## src/sv/idt_pkg.sv

```systemverilog
// ----------------------------------------------------------------------------
// idt_pkg: shared types and constants of the indent/dedent tracker
// Widths of the indent levels, stack depth, result kinds and the control
// word that steps the row of stack cells.
// ----------------------------------------------------------------------------
package idt_pkg;

  localparam int STACK_DEPTH = 32;
  localparam int WIDTH_BITS  = 16;
  localparam int CNT_W       = $clog2(STACK_DEPTH + 1);

  localparam int CP_W    = 21;
  localparam int KIND_W  = 3;
  localparam int LEVEL_W = 16;
  localparam int TAB_W   = 5;

  localparam logic [TAB_W-1:0] TAB_RESET = TAB_W'(8);

  localparam logic [CP_W-1:0] CP_SPACE = CP_W'(8'h20);
  localparam logic [CP_W-1:0] CP_TAB   = CP_W'(8'h09);
  localparam logic [CP_W-1:0] CP_HASH  = CP_W'(8'h23);
  localparam logic [CP_W-1:0] CP_LF    = CP_W'(8'h0A);
  localparam logic [CP_W-1:0] CP_CR    = CP_W'(8'h0D);

  localparam logic [KIND_W-1:0] KIND_WS        = 3'd0;
  localparam logic [KIND_W-1:0] KIND_SAME      = 3'd1;
  localparam logic [KIND_W-1:0] KIND_BLANK     = 3'd2;
  localparam logic [KIND_W-1:0] KIND_INDENT    = 3'd3;
  localparam logic [KIND_W-1:0] KIND_DEDENT    = 3'd4;
  localparam logic [KIND_W-1:0] KIND_UNMATCHED = 3'd5;
  localparam logic [KIND_W-1:0] KIND_FULL      = 3'd6;
  localparam logic [KIND_W-1:0] KIND_NOTHING   = 3'd7;

  // Step command for the stack row: push shifts every level one cell
  // deeper, pop shifts every level one cell towards the top.
  typedef struct packed {
    logic push;
    logic pop;
  } stk_ctrl_t;

endpackage

```

## src/sv/idt_if.sv

```systemverilog
// ----------------------------------------------------------------------------
// idt_in_if / idt_out_if: valid/ready channels of the indent/dedent tracker
// The input channel carries one leading character per transfer, the output
// channel one result per transfer.
// ----------------------------------------------------------------------------
interface idt_in_if;
  logic                         valid;
  logic                         ready;
  logic                         mode;
  logic [idt_pkg::CP_W-1:0]     code_point;
  logic                         following_is_newline;
  logic                         in_group;
  logic                         first_of_line;

  modport source (
    output valid, mode, code_point, following_is_newline, in_group, first_of_line,
    input  ready
  );
  modport sink (
    input  valid, mode, code_point, following_is_newline, in_group, first_of_line,
    output ready
  );
endinterface

interface idt_out_if;
  logic                          valid;
  logic                          ready;
  logic [idt_pkg::KIND_W-1:0]    kind;
  logic                          last;
  logic [idt_pkg::LEVEL_W-1:0]   level;

  modport source (
    output valid, kind, last, level,
    input  ready
  );
  modport sink (
    input  valid, kind, last, level,
    output ready
  );
endinterface

```

## src/sv/idt_cell.sv

```systemverilog
// ----------------------------------------------------------------------------
// idt_cell: one entry of the indent level stack
// Holds one level, takes its upper neighbour's level on a push and its
// lower neighbour's level on a pop, and flags a match against the width.
// ----------------------------------------------------------------------------
module idt_cell (
  input  logic                             clk_i,
  input  idt_pkg::stk_ctrl_t               ctrl_i,
  input  logic [idt_pkg::WIDTH_BITS-1:0]   upper_i,
  input  logic [idt_pkg::WIDTH_BITS-1:0]   lower_i,
  input  logic                             occ_i,
  input  logic [idt_pkg::WIDTH_BITS-1:0]   cmp_i,
  output logic [idt_pkg::WIDTH_BITS-1:0]   level_o,
  output logic                             match_o
);

  logic [idt_pkg::WIDTH_BITS-1:0] level_q;

  always_ff @(posedge clk_i) begin
    if (ctrl_i.push) begin
      level_q <= upper_i;
    end else if (ctrl_i.pop) begin
      level_q <= lower_i;
    end
  end

  assign level_o = level_q;
  assign match_o = occ_i && (level_q == cmp_i);

endmodule

```

## src/sv/idt_stack.sv

```systemverilog
// ----------------------------------------------------------------------------
// idt_stack: row of cells forming the indent level stack
// Cell 0 is always the top of the stack; levels move one cell per step.
// All occupied cells compare against the line width at once.
// ----------------------------------------------------------------------------
module idt_stack (
  input  logic                             clk_i,
  input  idt_pkg::stk_ctrl_t               ctrl_i,
  input  logic [idt_pkg::WIDTH_BITS-1:0]   push_level_i,
  input  logic [idt_pkg::CNT_W-1:0]        count_i,
  input  logic [idt_pkg::WIDTH_BITS-1:0]   cmp_i,
  output logic [idt_pkg::WIDTH_BITS-1:0]   top_o,
  output logic [idt_pkg::WIDTH_BITS-1:0]   next_o,
  output logic                             found_o
);

  logic [idt_pkg::WIDTH_BITS-1:0] level [idt_pkg::STACK_DEPTH];
  logic [idt_pkg::STACK_DEPTH-1:0] match;

  for (genvar k = 0; k < idt_pkg::STACK_DEPTH; k++) begin : g_cell
    logic [idt_pkg::WIDTH_BITS-1:0] upper;
    logic [idt_pkg::WIDTH_BITS-1:0] lower;
    logic                           occ;

    if (k == 0) begin : g_top
      assign upper = push_level_i;
    end else begin : g_mid
      assign upper = level[k-1];
    end

    // The deepest cell keeps its own value on a pop; it is then unoccupied.
    if (k == idt_pkg::STACK_DEPTH - 1) begin : g_bottom
      assign lower = level[k];
    end else begin : g_inner
      assign lower = level[k+1];
    end

    assign occ = count_i > idt_pkg::CNT_W'(k);

    idt_cell u_cell (
      .clk_i   (clk_i),
      .ctrl_i  (ctrl_i),
      .upper_i (upper),
      .lower_i (lower),
      .occ_i   (occ),
      .cmp_i   (cmp_i),
      .level_o (level[k]),
      .match_o (match[k])
    );
  end

  assign top_o   = level[0];
  assign next_o  = level[1];
  assign found_o = |match;

endmodule

```

## src/sv/indent_dedent_tracker.sv

```systemverilog
// ----------------------------------------------------------------------------
// indent_dedent_tracker: indentation tracker with INDENT/DEDENT results
// Tracks the indent width of each source line and a stack of indent levels.
// ----------------------------------------------------------------------------
// Usage: each input transfer carries one leading character of a line, or an
// end-of-input marker (mode = 1). Spaces and tabs are absorbed into the line
// width; the first other character settles the line. Each input gives one
// or more results on the output channel; the final one has last set.
// A single-result item is in the output register in the cycle after it is
// taken. A shallower line with a non-zero width first compares every stack
// cell against the width, then gives one DEDENT per cycle while the output
// is free, or UNMATCHED if no cell matches; a dedent to zero, or end of
// input on a non-empty stack, gives one DEDENT per cycle from the start. The
// rate is set by the single output register and by the stack row, which
// moves one level per cycle. No new item is taken while a burst of DEDENT
// results is being produced. A stalled receiver holds the output register;
// the block waits with it. tab_width is to be written through
// cfg_we_i/cfg_wdata_i only while the block is idle; it does not enforce it.
// After reset the stack is empty, no line is scanned and tab_width is 8.
// ----------------------------------------------------------------------------
module indent_dedent_tracker (
  input  logic                         clk_i,
  input  logic                         rst_ni,
  input  logic                         cfg_we_i,
  input  logic [idt_pkg::TAB_W-1:0]    cfg_wdata_i,
  idt_in_if.sink                       in_i,
  idt_out_if.source                    out_o
);

  localparam logic [1:0] ST_IDLE = 2'd0;
  localparam logic [1:0] ST_SRCH = 2'd1;
  localparam logic [1:0] ST_POP  = 2'd2;

  localparam int WB = idt_pkg::WIDTH_BITS;

  logic [1:0]                       state_q, state_d;
  logic [idt_pkg::TAB_W-1:0]        tab_q;
  logic [idt_pkg::CNT_W-1:0]        count_q, count_d;
  logic [WB-1:0]                    width_q, width_d;
  logic                             scan_q, scan_d;
  logic                             pop_all_q, pop_all_d;

  logic                             out_valid_q, out_valid_d;
  logic [idt_pkg::KIND_W-1:0]       kind_q, kind_d;
  logic                             last_q, last_d;
  logic [idt_pkg::LEVEL_W-1:0]      level_q, level_d;
  logic                             emit;

  idt_pkg::stk_ctrl_t               stk_ctrl;
  logic [WB-1:0]                    top_lvl, next_lvl, cur, eff;
  logic                             found, out_free, accept;
  logic [WB:0]                      sum;
  logic [idt_pkg::TAB_W-1:0]        add;
  logic                             is_ws, is_blank, pop_last;

  idt_stack u_stack (
    .clk_i        (clk_i),
    .ctrl_i       (stk_ctrl),
    .push_level_i (eff),
    .count_i      (count_q),
    .cmp_i        (width_q),
    .top_o        (top_lvl),
    .next_o       (next_lvl),
    .found_o      (found)
  );

  assign out_free = !out_valid_q || out_o.ready;
  assign in_i.ready = (state_q == ST_IDLE) && out_free;
  assign accept = in_i.valid && in_i.ready;

  assign cur = (count_q == '0) ? '0 : top_lvl;
  assign eff = in_i.first_of_line ? '0 : width_q;

  assign is_ws = (in_i.code_point == idt_pkg::CP_SPACE) ||
                 (in_i.code_point == idt_pkg::CP_TAB);
  assign is_blank = (in_i.code_point == idt_pkg::CP_LF) ||
                    ((in_i.code_point == idt_pkg::CP_CR) && in_i.following_is_newline);
  assign add = (in_i.code_point == idt_pkg::CP_SPACE) ? idt_pkg::TAB_W'(1) : tab_q;
  assign sum = {1'b0, eff} + (WB+1)'(add);

  // The popped level is the last of the burst when the level below it is
  // the target: the bottom of the stack, or the matching width.
  assign pop_last = pop_all_q ? (count_q == idt_pkg::CNT_W'(1))
                              : ((count_q > idt_pkg::CNT_W'(1)) && (next_lvl == width_q));

  always_comb begin
    state_d   = state_q;
    count_d   = count_q;
    width_d   = width_q;
    scan_d    = scan_q;
    pop_all_d = pop_all_q;
    stk_ctrl  = '0;
    emit      = 1'b0;
    kind_d    = kind_q;
    last_d    = 1'b1;
    level_d   = idt_pkg::LEVEL_W'(cur);

    case (state_q)
      ST_IDLE: begin
        if (accept) begin
          emit = 1'b1;
          if (in_i.mode) begin
            scan_d    = 1'b0;
            width_d   = '0;
            pop_all_d = 1'b1;
            if (count_q == '0) begin
              kind_d = idt_pkg::KIND_NOTHING;
            end else begin
              emit    = 1'b0;
              state_d = ST_POP;
            end
          end else if (!(in_i.first_of_line || scan_q)) begin
            kind_d = idt_pkg::KIND_NOTHING;
          end else if (is_ws) begin
            scan_d  = 1'b1;
            width_d = sum[WB] ? '1 : sum[WB-1:0];
            kind_d  = idt_pkg::KIND_WS;
          end else begin
            scan_d  = 1'b0;
            width_d = eff;
            if (in_i.in_group || (in_i.code_point == idt_pkg::CP_HASH)) begin
              kind_d = idt_pkg::KIND_SAME;
            end else if (is_blank) begin
              kind_d = idt_pkg::KIND_BLANK;
            end else if (eff == cur) begin
              kind_d = idt_pkg::KIND_SAME;
            end else if (eff > cur) begin
              if (count_q == idt_pkg::CNT_W'(idt_pkg::STACK_DEPTH)) begin
                kind_d = idt_pkg::KIND_FULL;
              end else begin
                stk_ctrl.push = 1'b1;
                count_d       = count_q + idt_pkg::CNT_W'(1);
                kind_d        = idt_pkg::KIND_INDENT;
                level_d       = idt_pkg::LEVEL_W'(eff);
              end
            end else if (eff == '0) begin
              emit      = 1'b0;
              pop_all_d = 1'b1;
              state_d   = ST_POP;
            end else begin
              emit      = 1'b0;
              pop_all_d = 1'b0;
              state_d   = ST_SRCH;
            end
          end
        end
      end

      ST_SRCH: begin
        if (out_free) begin
          if (found) begin
            state_d = ST_POP;
          end else begin
            emit    = 1'b1;
            kind_d  = idt_pkg::KIND_UNMATCHED;
            state_d = ST_IDLE;
          end
        end
      end

      ST_POP: begin
        if (out_free) begin
          emit         = 1'b1;
          stk_ctrl.pop = 1'b1;
          count_d      = count_q - idt_pkg::CNT_W'(1);
          kind_d       = idt_pkg::KIND_DEDENT;
          last_d       = pop_last;
          level_d      = (count_q > idt_pkg::CNT_W'(1)) ? idt_pkg::LEVEL_W'(next_lvl) : '0;
          if (pop_last) begin
            state_d = ST_IDLE;
          end
        end
      end

      default: begin
        state_d = ST_IDLE;
      end
    endcase

    if (emit) begin
      out_valid_d = 1'b1;
    end else if (out_o.ready) begin
      out_valid_d = 1'b0;
    end else begin
      out_valid_d = out_valid_q;
    end
  end

  always_ff @(posedge clk_i or negedge rst_ni) begin
    if (!rst_ni) begin
      state_q     <= ST_IDLE;
      tab_q       <= idt_pkg::TAB_RESET;
      count_q     <= '0;
      width_q     <= '0;
      scan_q      <= 1'b0;
      pop_all_q   <= 1'b0;
      out_valid_q <= 1'b0;
    end else begin
      state_q     <= state_d;
      count_q     <= count_d;
      width_q     <= width_d;
      scan_q      <= scan_d;
      pop_all_q   <= pop_all_d;
      out_valid_q <= out_valid_d;
      if (cfg_we_i) begin
        tab_q <= cfg_wdata_i;
      end
    end
  end

  always_ff @(posedge clk_i) begin
    if (emit) begin
      kind_q  <= kind_d;
      last_q  <= last_d;
      level_q <= level_d;
    end
  end

  assign out_o.valid = out_valid_q;
  assign out_o.kind  = kind_q;
  assign out_o.last  = last_q;
  assign out_o.level = level_q;

endmodule
```

## src/flat_wrapper.sv

```systemverilog
// flat-port wrapper written by rule: the top's interface ports become plain ports
module indent_dedent_tracker_flat 
  (clk_i, rst_ni, cfg_we_i, cfg_wdata_i, in_i_valid, in_i_mode, in_i_code_point, in_i_following_is_newline, in_i_in_group, in_i_first_of_line, in_i_ready, out_o_valid, out_o_kind, out_o_last, out_o_level, out_o_ready);
  idt_in_if in_i_i ();
  idt_out_if out_o_i ();
  input  logic clk_i;
  input  logic rst_ni;
  input  logic cfg_we_i;
  input  logic [idt_pkg::TAB_W-1:0] cfg_wdata_i;
  input wire logic [$bits(in_i_i.valid)-1:0] in_i_valid;
  input wire logic [$bits(in_i_i.mode)-1:0] in_i_mode;
  input wire logic [$bits(in_i_i.code_point)-1:0] in_i_code_point;
  input wire logic [$bits(in_i_i.following_is_newline)-1:0] in_i_following_is_newline;
  input wire logic [$bits(in_i_i.in_group)-1:0] in_i_in_group;
  input wire logic [$bits(in_i_i.first_of_line)-1:0] in_i_first_of_line;
  output wire logic [$bits(in_i_i.ready)-1:0] in_i_ready;
  output wire logic [$bits(out_o_i.valid)-1:0] out_o_valid;
  output wire logic [$bits(out_o_i.kind)-1:0] out_o_kind;
  output wire logic [$bits(out_o_i.last)-1:0] out_o_last;
  output wire logic [$bits(out_o_i.level)-1:0] out_o_level;
  input wire logic [$bits(out_o_i.ready)-1:0] out_o_ready;
  assign in_i_i.valid = in_i_valid;
  assign in_i_i.mode = in_i_mode;
  assign in_i_i.code_point = in_i_code_point;
  assign in_i_i.following_is_newline = in_i_following_is_newline;
  assign in_i_i.in_group = in_i_in_group;
  assign in_i_i.first_of_line = in_i_first_of_line;
  assign in_i_ready = in_i_i.ready;
  assign out_o_valid = out_o_i.valid;
  assign out_o_kind = out_o_i.kind;
  assign out_o_last = out_o_i.last;
  assign out_o_level = out_o_i.level;
  assign out_o_i.ready = out_o_ready;
  indent_dedent_tracker u_core (.clk_i(clk_i), .rst_ni(rst_ni), .cfg_we_i(cfg_we_i), .cfg_wdata_i(cfg_wdata_i), .in_i(in_i_i), .out_o(out_o_i));
endmodule
```

## config.mk

```make
export PLATFORM = sky130hd
export DESIGN_NAME = indent_dedent_tracker_flat
export DESIGN_NICKNAME = d
export VERILOG_FILES = /design/src/sv/idt_pkg.sv /design/src/sv/idt_if.sv /design/src/sv/idt_cell.sv /design/src/sv/idt_stack.sv /design/src/sv/indent_dedent_tracker.sv /design/src/flat_wrapper.sv
export SDC_FILE = /design/constraint.sdc
export NUM_CORES = 2
export LEC_CHECK = 0
export ABC_AREA = 1
export BUFFER_PORTS_ARGS = -buffer_cell sky130_fd_sc_hd__buf_2
export CELL_PAD_IN_SITES_DETAIL_PLACEMENT = 1
export CELL_PAD_IN_SITES_GLOBAL_PLACEMENT = 2
export CORE_ASPECT_RATIO = 1.1
export CORE_MARGIN = 5
export CORE_UTILIZATION = 39
export DETAILED_ROUTE_END_ITERATION = 6
export PLACE_DENSITY = 0.85
export SLEW_MARGIN = 10
export SYNTH_ARGS = -nofsm -noshare
export SYNTH_HDL_FRONTEND = slang
export SYNTH_SLANG_ARGS = --single-unit
```

## constraint.sdc

```tcl
create_clock -name clk_i -period 21.3 [get_ports clk_i]
set_clock_uncertainty 0.05 [all_clocks]
set_input_delay 4.26 -clock clk_i [delete_from_list [all_inputs] [get_ports clk_i]]
set_output_delay 4.26 -clock clk_i [all_outputs]
set_load 0.02 [all_outputs]
```

; ---- After elaboration in Yosys (flattened, before gate mapping)
; Index checks and enable logic that the tools add are counted.
[word_totals]
ff_bits = 564
word_cells = 362
output_inout_bits = 22
inputBits = 35
[classes]
n_reduce_logical = 56
n_eq_ne = 69
n_addsub = 3
n_mux = 159
order_cmp = 33
[ops]
columns = operator, n
row1 = 16-bit two-way mux, 79
row2 = 16-bit == test, 33
row3 = "6-bit by 5-bit > comparator with 1-bit output, second input constant", 16
row4 = "21-bit by 4-bit == test with 1-bit output, second input constant", 3
row5 = 6-bit two-way mux, 10
row6 = "6-bit by 4-bit > comparator with 1-bit output, second input constant", 8
row7 = "21-bit by 6-bit == test with 1-bit output, second input constant", 2
row8 = 3-bit two-way mux, 13
row9 = 1-bit two-way mux, 37
row10 = 1-bit logical AND, 35
row11 = 16-bit one-hot mux with 2 select lines, 1
row12 = 32-bit OR reduction, 1
row13 = 2-bit two-way mux, 14
row14 = "2-bit inequality test, second input constant", 14
row15 = "6-bit by 3-bit > comparator with 1-bit output, second input constant", 4
row16 = "3-bit inequality test, second input constant", 8
row17 = 11-bit AND reduction, 2
row18 = 16-bit by 5-bit adder with 17-bit output, 1
row19 = 16-bit > comparator, 1
row20 = 16-bit logical NOT, 1
row21 = 8-bit AND reduction, 2
row22 = "6-bit by 1-bit > comparator with 1-bit output, second input constant", 2
row23 = "6-bit by 2-bit > comparator with 1-bit output, second input constant", 2
row24 = 6-bit one-hot mux with 2 select lines, 1
row25 = 20 further kinds, 30

; ---- Depth between registers and ports, before layout
[depth]
ltp_word = 13
mapped_depth = 25
depth_no_buf = 21

; ---- Modules after synthesis
; A second synthesis with hierarchy kept.
[unflattened]
cells_unflattened = 5259
hier_area_um2 = 37079.3
[by_module_without_submodules]
columns = mod, seq_area_each_um2, cells_each, instances, area_each_um2
row1 = idt_cell, 480.5, 138, 32, 984.7
row2 = indent_dedent_tracker, 1402.6, 733, 1, 5088.6
row3 = idt_stack, 0.0, 110, 1, 480.5

; ---- Worst setup path after synthesis
; No wires, ideal clock.
[synth_timing]
path_kind = in2reg
start = in in_i_first_of_line
end = reg u_core.u_stack.g_cell[0].u_cell.level_q, in the netlist u_core.u_stack.g_cell[0].u_cell.level_o[0] (enable)
t_arrival_ns = 14.474
slack_ns = 3.218
path_buffers = 5
setup_ns = 3.558
path_stages = 17
required_time_ns = 17.692
path_cell_list = buf_4 clkbuf_1 nor2_1 ha_1 a21oi_1 o21ai_0 nand2_1 nand2_1 a21oi_1 nor2_2 nand2_4 nor2_8 inv_2 buf_6 buf_6 buf_2 nand2_1
[synth_via]
elab_chain_len = 12
word_cells_on_any_way = 14
classes_between = order compare (1) / eq/ne (1) / mux (10) / reduce/logical (2)
[synth_lines]
columns = element, line_no
row1 = "start, declared", flat_wrapper.sv:15  ; input wire logic [$bits(in_i_i.first_of_line)-1:0] in_i_first_of_line;
row2 = 16-bit two-way mux, indent_dedent_tracker.sv:72  ; assign eff = in_i.first_of_line ? '0 : width_q;
row3 = 16-bit > comparator, indent_dedent_tracker.sv:127  ; end else if (eff > cur) begin
row4 = 1-bit two-way mux, indent_dedent_tracker.sv:127
row5 = 1-bit two-way mux, indent_dedent_tracker.sv:125  ; end else if (eff == cur) begin
row6 = 1-bit two-way mux, indent_dedent_tracker.sv:123  ; end else if (is_blank) begin
row7 = 1-bit two-way mux, indent_dedent_tracker.sv:121  ; if (in_i.in_group || (in_i.code_point == idt_pkg::CP_HASH)) begin
row8 = 1-bit two-way mux, indent_dedent_tracker.sv:114  ; end else if (is_ws) begin
row9 = 1-bit two-way mux *, indent_dedent_tracker.sv:112  ; end else if (!(in_i.first_of_line || scan_q)) begin
row10 = 1-bit two-way mux *, indent_dedent_tracker.sv:102  ; if (in_i.mode) begin
row11 = 1-bit two-way mux *, indent_dedent_tracker.sv:100  ; if (accept) begin
row12 = 1-bit two-way mux *, indent_dedent_tracker.sv:98  ; case (state_q)
row13 = 2-bit nonzero test (no line) *, --
row14 = "end signal, assigned", idt_cell.sv:21  ; level_q <= upper_i;
row15 = "end signal, assigned", idt_cell.sv:23  ; level_q <= lower_i;
row16 = "end, declared", idt_cell.sv:17  ; logic [idt_pkg::WIDTH_BITS-1:0] level_q;
; Every way passes the cells marked *; elsewhere a longest branch is shown, timed or not.
; A chain may end at the register's enable or synchronous reset.

; ---- Worst setup path in the final report
[layout_timing]
start = in out_o_ready
end = out in_i_ready
[layout_via]
elab_chain_len = 2
[layout_lines]
columns = element, line_no
row1 = "start, declared", flat_wrapper.sv:21  ; input wire logic [$bits(out_o_i.ready)-1:0] out_o_ready;
row2 = 1-bit logical OR, indent_dedent_tracker.sv:67  ; assign out_free = !out_valid_q || out_o.ready;
row3 = 1-bit logical AND, indent_dedent_tracker.sv:68  ; assign in_i.ready = (state_q == ST_IDLE) && out_free;
row4 = "end, declared", flat_wrapper.sv:16  ; output wire logic [$bits(in_i_i.ready)-1:0] in_i_ready;
; Every way passes these cells.

==> summary.md <==
| Metric | Value |
|---|---|
| Total CTS buffers | 67 |
| Syn Nets | 4370 |
| RSZ-0062 raised after global routing | false |
| Wire length per cell | 23.86 um |
| CTS tree | done |
| DP HPWL | 87.67 mm |
| Post-synthesis xor/xnor area fraction | 0.05200 |
| Post-synthesis simple-gate area fraction | 0.2640 |
| GRT overflow | 0 |
| Avg Cell Area, Syn | 7.825 um2 |
| Number of I/O pins | 57 |
| Mux contribution to synthesized area | 0.001337 |
| Max-capacitance violation count | 0 |
| Clk slew on worst S/H paths | 60 ps |
| Latest clock arrival within the worst-skew pair | 620 ps |
| Worst slew margin | 0.1992 |
| Clock root buffer | clkbuf_16 |
| Final Cell Area | 36710 um2 |
| Starting DRT DRC Count | 2878 |
| Hold Buf Count CTS | 0 |
| Area of the multi-input gates | 14320 um2 |
| Worst Path Required | 16990 ps |
| Largest net degree at the start of global routing | 248 |
| Max VDD drop | 0.00009380 V |
| Yosys warns | 0 |
| Fmax | 109.2 MHz |
| Antenna viol nets, final | 0 |
| Post-DP Area | 34760 um2 |
| First-pass GRT wire length | 192.8 mm |
| Nets | 4325 |
| Most common cell in the netlist | nand2_1 |
| Netlist Area Pre-Place | 33690 um2 |
| Final hold vios | 0 |
| Layout area overhead | 8.973% |
| Die area | 92370 um2 |
| Fin crit share | 0.4298 |
| Outcome | complete, no violations |
| GR Util All Layers | 0.2722 |
| Die H | 318.3 um |
| Flops & latches, synth | 564 |
| CP Max Fanout | 4 |
| Crit end category | primary output |
| Vias in the first global route | 29950 |
| Storage cell area | 16800 um2 |
| Fill cells | 10600 |
| Largest family of logic cells by synthesized area | simple AND/OR/NAND/NOR gates |
| Initial antenna violation count | 1 |
| RD Place Congestion | 0.9066 |
| Final setup violation count | 0 |
| Fraction of registers with async set or reset after synthesis | 0.05674 |
| Worst min path class | reg2reg |
| CTS sink count | 564 |
| Flop2flop setup slack | 13900 ps |
| Initial Util | 0.3913 |
| Sequential-to-total area share from yosys stat | 0.4980 |
| Synth Instances | 4305 |
| Dominant synthesized flop cell | edfxtp_1 |
| Final min period | 9154 ps |
| Critical path data arrival time | 4840 ps |
| Synth top area cells | edfxtp_1 (47%), nand2_1 (19%), o21ai_0 (6.2%) |
| Startpoint types | input port |
| Die W | 290.2 um |
| Tot Pwr | 5583 uW |
| Crit Path Class | in2out |
| Synth top cells by count | nand2_1 (1718), edfxtp_1 (532), o21ai_0 (415) |
| PostCTS Resize Cnt | 0 |
| Worst slew pin tran | 1197 ps |
| Port bufs | 56 |
| CTS H-Tree Depth | 3 |
| Setup Buffers After CTS | 0 |
| Leak pwr | 0.01590 uW |
| Detailed-route via count | 29820 |
| Clock buffer depth | 3 |
| Via density | 5.462 |
| TNS Setup | 0 ps |
| Core footprint | 86100 um2 |
| Adder-Cell Fraction of Synth Area | 0.01136 |
| Row count | 113 |
| Drt first pass iters | 5 |
| Final wirelength | 130.3 mm |
| Synth Area in Compound Gates | 0.09619 |
| Largest area contributor in the netlist | edfxtp_1 |
| Pwr dens | 152.1 nW/um2 |
| Top cell type's share of synthesized area | 0.4742 |
| Slew Limit Fails | 0 |
| Drt drc | 0 |
| Post-synth EDFFs | 532 |
| Share of cells above drive strength 1 | 0.05523 |
| Distinct cells, synth | 47 |
power breakdown:
group	switching [uW]	internal (uW)	total, uW
Sequential	520	2050	2570
Combinational	1360	568	1930
Clock	488	596	1080
Total	2370	3210	5580
final timing paths:
| kind | from | end | cells after the start |
|---|---|---|---|
| worst min register to register | u_core.u_stack.g_cell[30].u_cell.level_o[2] | u_core.u_stack.g_cell[31].u_cell.level_o[2] | 0 |
| worst min-delay path | u_core.u_stack.g_cell[30].u_cell.level_o[2] | u_core.u_stack.g_cell[31].u_cell.level_o[2] | 0 |
| worst max-delay path | out_o_ready | in_i_ready | 4 |
| worst max register to register | u_core.count_q[1] | u_core.u_stack.g_cell[1].u_cell.level_o[12] | 19 |
| max in group asynchronous | rst_ni | u_core.width_q[0] | 1 |
| min in group asynchronous | rst_ni | u_core.out_o.valid | 1 |
routing by layer:
| metal | vias up | wire length, um | track usage |
|---|---|---|---|
| li1 | 13810 | - | - |
| met1 | 14900 | 56510 | 0.3665 |
| met2 | 932 | 61520 | 0.4571 |
| met3 | 189 | 7520 | 0.03250 |
| met4 | 0 | 4695 | 0.09431 |
| met5 | - | 0 | 0 |
flip-flops by register name, indices dropped and copies added (netlist names):
signal                                count
u_core.pop_all_q                          1
u_core.u_stack.g_cell.u_cell.level_o    512
u_core.out_o.level                       16
u_core.out_o.kind                         3
u_core.count_q                            6
u_core.state_q                            2
u_core.out_o.valid                        1
u_core.scan_q                             1
u_core.width_q                           16
u_core.out_o.last                         1
u_core.tab_q                              5
critical path: stages:
cell    delay, ps
buf_2         100
nor2_1        220
nor2_1         90
buf_2         170
kinds of logic (layout without fill, tap and decap cells):
family	after synthesis	after routing
buffers and inverters	623	627
AOI/OAI and AO/OA	622	622
DFF	564	564
and+or+nand+nor	2262	2262
other	0	1
muxes	4	4
xor gates and xnor gates	200	200
adders and majority gates	30	30
cell type report:
type / count / area share
inverter: 408 / 0.04192
clock inverter: 31 / 0.003851
timing repair buffer: 101 / 0.01820
multi-input combinational: 3118 / 0.3901
clock buffer: 87 / 0.04915
tap: 1150 / 0.03919
sequential: 564 / 0.4576
antenna: 1 / 0.00006816
per-stage QoR:
stage	hold WS, ps	worst slack, ps	util	std cells
6_report	447.4	12150	0.4264	5460
5_1_grt	464.3	11820	0.4263	5459
4_1_cts	447.5	12140	0.4263	5459
3_5_place_dp	429.2	11650	0.4037	5341
3_3_place_gp	429.9	11780	0.4037	5341
2_1_floorplan	400.3	3218	-	4305
layout by cell type (no fill, tap or decap), types with 9 or more instances in the layout:
master / count
xor2_1: 146
xnor2_1: 54
clkinv_2: 12
inv_1: 391
nor3_1: 32
inv_2: 10
clkbuf_16: 69
nand4_1: 55
o211ai_1: 15
nor2_2: 9
clkbuf_1: 17
a21oi_1: 56
nand3_1: 91
dfrtp_1: 15
o21ai_1: 100
o22ai_1: 11
edfxtp_1: 532
clkinv_1: 23
nand2_1: 1717
o21ai_0: 415
buf_4: 41
ha_1: 29
nor2_1: 340
dfrtp_2: 16
buf_2: 56
Power figures use the tool's default switching activity.
